### src/hdl/cbg_pkg.sv
// ----------------------------------------------------------------------------
// cbg_pkg: shared types and constants for the cholesky gradient block
// beat layouts, divider handshake structs and reset values
// ----------------------------------------------------------------------------
package cbg_pkg;

  localparam int MAX_ORDER_DEF  = 8;
  localparam int DATA_WIDTH_DEF = 32;
  localparam int FRAC_BITS      = 16;
  localparam int QUOT_BITS      = 48;

  localparam logic [3:0] SIZE_RESET      = 4'd8;
  // register index carried on paddr[2]
  localparam logic       REG_MATRIX_SIZE = 1'b0;

  typedef struct packed {
    logic [2:0]         row;
    logic [2:0]         col;
    logic signed [31:0] grad_in;
    logic signed [31:0] factor_in;
    logic               last_in;
  } in_item_t;

  typedef struct packed {
    logic [2:0]         out_row;
    logic [2:0]         out_col;
    logic signed [31:0] grad_out;
    logic               error_flag;
    logic               last_out;
  } out_item_t;

  typedef struct packed {
    logic               go;
    logic signed [31:0] num;
    logic signed [33:0] den;
  } div_req_t;

  typedef struct packed {
    logic               done;
    logic signed [31:0] quot;
    logic               err;
  } div_res_t;

endpackage

### src/hdl/cbg_div.sv
// ----------------------------------------------------------------------------
// cbg_div: iterative signed fixed-point divider
// computes sat((num * 2^16) / den) one quotient bit per cycle, truncating
// ----------------------------------------------------------------------------
module cbg_div #(
  parameter int SAT_W = 32
) (
  input  logic             clk,
  input  logic             rst_n,
  input  cbg_pkg::div_req_t req,
  output cbg_pkg::div_res_t res
);
  import cbg_pkg::*;

  localparam logic signed [63:0] SMAX = (64'sd1 <<< (SAT_W - 1)) - 64'sd1;
  localparam logic signed [63:0] SMIN = -SMAX - 64'sd1;

  typedef enum logic [1:0] {D_IDLE, D_RUN, D_FIN} dstate_t;

  dstate_t              st_r, st_nxt;
  logic [5:0]           cnt_r, cnt_nxt;
  logic [QUOT_BITS-1:0] num_r, num_nxt;
  logic [32:0]          den_r, den_nxt;
  logic [32:0]          rem_r, rem_nxt;
  logic                 neg_r, neg_nxt;
  logic                 zero_r, zero_nxt;

  logic [31:0]          amag;
  logic [33:0]          dabs;
  logic [33:0]          remsh;
  logic signed [63:0]   qs;

  // magnitudes of the operands
  assign amag  = req.num[31] ? (~req.num + 32'd1) : req.num;
  assign dabs  = req.den[33] ? (~req.den + 34'd1) : req.den;
  assign remsh = {rem_r, num_r[QUOT_BITS-1]};
  assign qs    = neg_r ? -64'({1'b0, num_r}) : 64'({1'b0, num_r});

  // sequencer for the restoring steps
  always_comb begin
    st_nxt   = st_r;
    cnt_nxt  = cnt_r;
    num_nxt  = num_r;
    den_nxt  = den_r;
    rem_nxt  = rem_r;
    neg_nxt  = neg_r;
    zero_nxt = zero_r;
    case (st_r)
      D_IDLE: begin
        if (req.go) begin
          zero_nxt = (req.den == 34'sd0);
          num_nxt  = {amag, 16'd0};
          den_nxt  = dabs[32:0];
          rem_nxt  = '0;
          neg_nxt  = req.num[31] ^ req.den[33];
          cnt_nxt  = 6'(QUOT_BITS);
          st_nxt   = (req.den == 34'sd0) ? D_FIN : D_RUN;
        end
      end
      D_RUN: begin
        if (remsh >= {1'b0, den_r}) begin
          rem_nxt = 33'(remsh - {1'b0, den_r});
          num_nxt = {num_r[QUOT_BITS-2:0], 1'b1};
        end else begin
          rem_nxt = remsh[32:0];
          num_nxt = {num_r[QUOT_BITS-2:0], 1'b0};
        end
        cnt_nxt = cnt_r - 6'd1;
        if (cnt_r == 6'd1) st_nxt = D_FIN;
      end
      D_FIN: begin
        st_nxt = D_IDLE;
      end
      default: st_nxt = D_IDLE;
    endcase
  end

  always_ff @(posedge clk) begin
    if (!rst_n) begin
      st_r <= D_IDLE;
    end else begin
      st_r <= st_nxt;
    end
    cnt_r  <= cnt_nxt;
    num_r  <= num_nxt;
    den_r  <= den_nxt;
    rem_r  <= rem_nxt;
    neg_r  <= neg_nxt;
    zero_r <= zero_nxt;
  end

  // result with saturation, zero pivot gives zero
  always_comb begin
    res.done = (st_r == D_FIN);
    res.err  = 1'b0;
    res.quot = qs[31:0];
    if (zero_r) begin
      res.err  = 1'b1;
      res.quot = '0;
    end else if (qs > SMAX) begin
      res.err  = 1'b1;
      res.quot = SMAX[31:0];
    end else if (qs < SMIN) begin
      res.err  = 1'b1;
      res.quot = SMIN[31:0];
    end
  end

endmodule

### config.mk
export PLATFORM = sky130hd
export DESIGN_NAME = cbg_div
export DESIGN_NICKNAME = d
export VERILOG_FILES = /design/src/hdl/cbg_pkg.sv /design/src/hdl/cbg_div.sv
export SDC_FILE = /design/constraint.sdc
export NUM_CORES = 1
export LEC_CHECK = 0
export BUFFER_PORTS_ARGS = -buffer_cell sky130_fd_sc_hd__buf_2
export CORE_AREA = 2 2 131 133
export DETAILED_ROUTE_END_ITERATION = 8
export DIE_AREA = 0 0 133 135
export PLACE_DENSITY_LB_ADDON = 0.1
export SYNTH_ARGS = -nofsm -noshare
export SYNTH_HDL_FRONTEND = slang
export SYNTH_SLANG_ARGS = --single-unit
### constraint.sdc
create_clock -name clk -period 12.1 [get_ports clk]
set_input_delay 1.21 -clock clk [delete_from_list [all_inputs] [get_ports clk]]
set_output_delay 1.21 -clock clk [all_outputs]
set_load 0.05 [all_outputs]
==> metrics.yaml, run 1 <==
leakage_nw: 4.26
nets: 1251
crit_path_start_kind: "flop"
via_per_inst: 5.97
status: "complete, no violations"
start_util_pct: 59.1
first_global_vias: 7807
synth_fa_ha_area_share_pct: 5.11
fillCellCount: 1346
period_minus_slack_ns: 6.67
ant_nets: 0
antenna_found_initial: 0
crit_fanout: 23
syn-num-nets: 1177
p_per_area_nw_per_um2: 152
drive_gt1_share_pct: 14.8
wire_per_inst_um: 16.8
cts_setup_buffers: 0
crit_required_ns: 10.89
hold_viol: 0
whs_ns: 0.591
dieWidth_um: 133
drt-pass1-iter-count: 4
criticalPathCategory: "reg -> out"
cp-end-kind: "primary output"
synthesis.area_sq_um: 9690
coreArea_sq_um: 16400
finalSetupTns_ns: 0
syn_to_final_growth_pct: 12.4
synth-seq-cells: 124
synth.distinct_cells: 63
path_clk_slew_ns: 0.06
cts_root_buf: "clkbuf_16"
muxShareOfSynthArea_pct: 1.24
htreeDepth: 4
yosys.area_share.simple_pct: 20.3
synthArstFlopShare_pct: 0
place.gp.congestion: 0.944
ys_seq_area_share_pct: 38.2
vias: 8216
avgSynthCellArea_sq_um: 9.07
rows: 47
hold_class: "reg -> reg"
synth-main-ff-cell: "edfxtp_1"
portBuffers: 102
grt_usage_pct: 26.4
drc: 0
io_pins: 103
post-route-period-util_pct: 55.1
placed_cells: 1344
stdcell_count: 1376
vdd_drop_max_uv: 94.7
cts_resized: 0
grt_pass1_wl_um: 38100
dpl.hpwl_um: 16900
max_stage_delay_ns: 0.67
die_area_sq_um: 18000
fmax_ghz: 0.150
die_y_um: 135
first_iter_violations: 642
ys_warn_count: 0
slew_headroom_pct: 27.3
synth_top_family_by_area: "simple AND/OR/NAND/NOR gates"
n_antenna_cell: 0
cts_made_buffers: 17
crit_chain: "inv_1 -> ha_1 -> or4b_1 -> or3_4 -> or4_4 -> o31ai_1 -> xor2_1 -> or4_1 -> or4_1 -> and2_1 -> a21oi_2 -> buf_2"
clk_latency_ns: 0.42
totalPowerFinal_mw: 1.66
finalClockSkew_ns: 0.0121
wl_um: 23100
tightest_slew_ns: 1.09
drv_cap: 0
synth_xor_area_share_pct: 11.7
synthCells: 1069
synth_top_area_share_pct: 37.8
synth-compound-area-share_pct: 19.3
setup_viol: 0
drv_slew: 0
ctsHoldBuffers: 0
worstPathArrival_ns: 5.46
synth_edf_count: 122
critPathSlowestCell: "or4_1"
grt_max_degree: 93
max-clock-path-buffers: 2
cts_tree: "done"
rsz0062_at_grt: "false"
overflow: 0
synth_area_leader_cell: "edfxtp_1"
synth.area.top_cells: "edfxtp_1 (38%), xor2_1 (5.9%), xnor2_1 (5.8%), ha_1 (4.9%), o21ai_0 (4.5%)"
cts.sinks: 124
crit_top_cell: "or4_1"
-- where the power goes --
part | total [mW] | switching, mW | internal (mW)
registers | 0.607 | 0.0536 | 0.553
clock network | 0.496 | 0.194 | 0.303
logic | 0.557 | 0.347 | 0.210
total | 1.66 | 0.594 | 1.07
-- area by class of cell --
cell class	count	area (sq um)	share of cell area, %
clock buffer	18	429	3.94
timing repair buffer	108	556	5.10
sequential	124	3700	34.0
tap	220	275	2.53
clock inverter	14	148	1.36
multi-input combinational	844	5600	51.4
inverter	48	180	1.65
-- cell families after synthesis --
group,after synthesis
flops,124
buf+inv,101
fa+ha+maj,39
simple gates,381
mux,12
compound gates,283
xor+xnor,129
-- cells in the mapped netlist (3+ instances only) --
master and number:
edfxtp_1 122, nand2_1 102, o21ai_0 87, nor2_1 75
xor2_1 65, xnor2_1 64, inv_1 48, a21oi_1 43
clkbuf_1 43, ha_1 38, o31ai_1 36, or4_1 28
nor3_1 26, nand3_1 25, or3_1 21, a21o_1 20
nand2b_1 18, o41ai_1 18, and2_1 17, nor2b_1 16
a21oi_2 15, mux2i_1 12, nor4_1 12, a211oi_1 11
a31oi_1 11, nand4_1 9, and3_1 6, o21a_1 6
o31a_1 6, or2_2 5, buf_2 4, nand3b_1 4
o211ai_1 4, buf_1 3, buf_6 3, nor4b_1 3
o21bai_1 3, o22a_1 3, or4b_1 3
-- sequential cells by signal, indices dropped and copies added (netlist names) --
signal / cells
neg_r: 1
st_r: 2
num_r: 48
cnt_r: 6
rem_r: 33
den_r: 33
zero_r: 1
-- per-layer routing --
layer  wire, um  global-route usage [%]
met5          0                       0
met4        502                    10.2
met3       1260                    5.11
met2      11000                    44.1
met1      10400                    34.3
-- placed cells by master, fill, tap and decap left out, types with 9 or more instances in the layout --
cell | Yosys | final
nor2b_1 | 16 | 15
a21oi_2 | 15 | 15
a31oi_1 | 11 | 11
o21ai_0 | 87 | 87
xor2_1 | 65 | 65
buf_2 | 4 | 102
or3_1 | 21 | 21
o41ai_1 | 18 | 18
edfxtp_1 | 122 | 122
nor4_1 | 12 | 12
and2_1 | 17 | 17
nor3_1 | 26 | 26
nand2b_1 | 18 | 18
mux2i_1 | 12 | 12
clkbuf_16 | 0 | 17
ha_1 | 38 | 38
a21o_1 | 20 | 20
a211oi_1 | 11 | 11
nand4_1 | 9 | 9
inv_1 | 48 | 48
or4_1 | 28 | 28
nand2_1 | 102 | 102
nand3_1 | 25 | 25
o31ai_1 | 36 | 36
nor2_1 | 75 | 74
xnor2_1 | 64 | 64
a21oi_1 | 43 | 43
-- worst max-delay path, delay by kind of cell (launching register included) --
family,cells,cell delay [ns]
xor gates and xnor gates,1,0.13
AOI/OAI and AO/OA,2,0.53
DFF,1,0.42
and+or+nand+nor,6,3.32
adders and majority gates,1,0.23
buffers and inverters,2,0.41
-- stage by stage --
step	instance area (sq um)	utilization [%]	worst slack (ns)
after floorplan	9690	-	6.22
after global placement	10300	62.9	6.02
after detailed placement	10300	62.9	5.89
after CTS	10900	66.4	5.43
after global routing	10900	66.4	5.14
final	10900	66.4	5.43
-- worst paths after layout --
check,start,to,slack (ns),depth (start not counted)
max,num_r[0],res[30],5.43,12
min reg2reg,rem_r[9],rem_r[10],0.59,2
max reg2reg,num_r[47],rem_r[29],7.88,13
min,rem_r[9],rem_r[10],0.59,2
(Power assumes the default switching activity.)
==> run 2, diff against run 1 <==
--- a/config.mk
+++ b/config.mk
@@ -6,9 +6,9 @@
 export NUM_CORES = 1
 export LEC_CHECK = 0
 export BUFFER_PORTS_ARGS = -buffer_cell sky130_fd_sc_hd__buf_2
-export CORE_AREA = 2 2 131 133
+export CORE_AREA = 2 2 136 138
 export DETAILED_ROUTE_END_ITERATION = 8
-export DIE_AREA = 0 0 133 135
+export DIE_AREA = 0 0 138 140
 export PLACE_DENSITY_LB_ADDON = 0.1
 export SYNTH_ARGS = -nofsm -noshare
 export SYNTH_HDL_FRONTEND = slang
==> constraint.sdc (replaced) <==
create_clock -name clk -period 5.95 [get_ports clk]
set_input_delay 0.595 -clock clk [delete_from_list [all_inputs] [get_ports clk]]
set_output_delay 0.595 -clock clk [all_outputs]
set_load 0.05 [all_outputs]
==> metrics.yaml, run 2 (synthesized netlist as in run 1, its figures left out) <==
dieWidth_um: 138
dpl.hpwl_um: 16700
rows: 49
pre_cts_ws_ns: 0.348
crit_fanout: 23
vias: 8117
r2r-start: "num_r[47]"
htreeDepth: 4
whs_path_depth: 2
finalSetupTns_ns: 0
n_antenna_cell: 0
final_core_util_pct: 61.2
die_area_sq_um: 19300
vdd_drop_max_uv: 216
hold_class: "in -> reg"
status: "complete, no violations"
io_pins: 103
max-clock-path-buffers: 2
drt-pass1-iter-count: 5
placed_area_sq_um: 10300
overflow: 0
crit_start: "num_r[0]"
first_global_vias: 7599
cts_setup_buffers: 0
finalClockSkew_ns: 0.00818
start_util_pct: 54.5
via_per_inst: 5.86
whs_ns: 0.397
leakage_nw: 4.26
cts_tree: "done"
first_iter_violations: 510
largest_register_ffs: 48
cts_resized: 1
antenna_found_initial: 0
cp-end-kind: "primary output"
clkPwrFrac_pct: 29.1
slew_headroom_pct: 34.1
cts_root_buf: "clkbuf_16"
setup_slack_ns: 0.287
wl_um: 22800
cts.sinks: 124
drv_slew: 0
regMostFlops: "num_r"
p_sw_share_pct: 35.1
coreArea_sq_um: 17800
crit_required_ns: 5.36
place.gp.congestion: 0.921
post-route-period-util_pct: 95.2
rr_worst_depth: 13
placed_cells: 1354
reg.largest.list: "num_r (48), den_r (33), rem_r (33)"
stdcell_count: 1385
worstPathArrival_ns: 5.07
path_clk_slew_ns: 0.05
drv_cap: 0
final_common_cell: "edfxtp_1"
p_per_area_nw_per_um2: 306
criticalPathCategory: "reg -> out"
grt_usage_pct: 23.9
power_frac_comb_pct: 33.6
grt_pass1_wl_um: 38100
grt_max_degree: 92
r2r-end: "rem_r[29]"
drc: 0
fillCellCount: 1583
r2r_setup_slack_ns: 1.56
cts_made_buffers: 17
pwr-share-seq_pct: 37.3
die_y_um: 140
ctsHoldBuffers: 0
nets: 1252
crit_path_start_kind: "flop"
netSwitchingPower_mw: 1.17
tightest_slew_ns: 0.989
final_cell_mix: "edfxtp_1 (122), buf_2 (102), nand2_1 (101)"
hold_viol: 0
internal_power_mw: 2.16
drive_gt1_share_pct: 14.5
wire_per_inst_um: 16.5
ant_nets: 0
rsz0062_at_grt: "false"
final_cell_area_sq_um: 10900
clk_latency_ns: 0.41
fmax_ghz: 0.177
syn_to_final_growth_pct: 12.3
crit_end: "res[3]"
setup_viol: 0
totalPowerFinal_mw: 3.33
portBuffers: 102
period_minus_slack_ns: 5.66
==> run 2: metal layers <==
layer | GRT usage (%) | wire length, um
met4 | 5.96 | 328
met2 | 40.5 | 11100
met3 | 3.90 | 883
met1 | 32.3 | 10600
met5 | 0 | 0
==> run 2: power by group through the flow <==
| stage | sequential, mW | clock, mW | combinational (mW) |
|---|---|---|---|
| after floorplan | 1.22 | 0 | 0.886 |
| final | 1.24 | 0.969 | 1.12 |
| after global placement | 1.25 | 0 | 1.10 |
| after global routing | 1.26 | 1.02 | 1.24 |
| after CTS | 1.24 | 0.981 | 1.12 |
| after detailed placement | 1.26 | 0 | 1.11 |
==> run 2: worst min path at each step <==
stage	to	slack (ns)	startpoint
after detailed placement	rem_r[10]	0.58	rem_r[9]
final	st_r[0]	0.40	rst_n
after global placement	rem_r[10]	0.57	rem_r[9]
after floorplan	st_r[1]	0.47	st_r[1]
after CTS	st_r[0]	0.39	rst_n
after global routing	st_r[0]	0.40	rst_n
==> run 2: critical path: stages (launching register included) <==
cell	delay, ns
edfxtp_1	0.42
inv_1	0.13
ha_1	0.22
or4b_1	0.50
or3_4	0.43
or4_4	0.54
o31ai_1	0.27
xor2_1	0.13
or4_1	0.55
or4_1	0.67
and2_4	0.33
a21oi_1	0.17
buf_2	0.29
==> run 2: cell type report <==
type	instances	area, sq um	share of cell area, %
Timing Repair Buffer	109	563	5.17
Multi-Input combinational cell	844	5610	51.5
Clock buffer	22	444	4.08
Clock inverter	9	97.6	0.897
Inverter	48	180	1.66
Sequential cell	124	3700	34.0
Tap cell	229	287	2.63
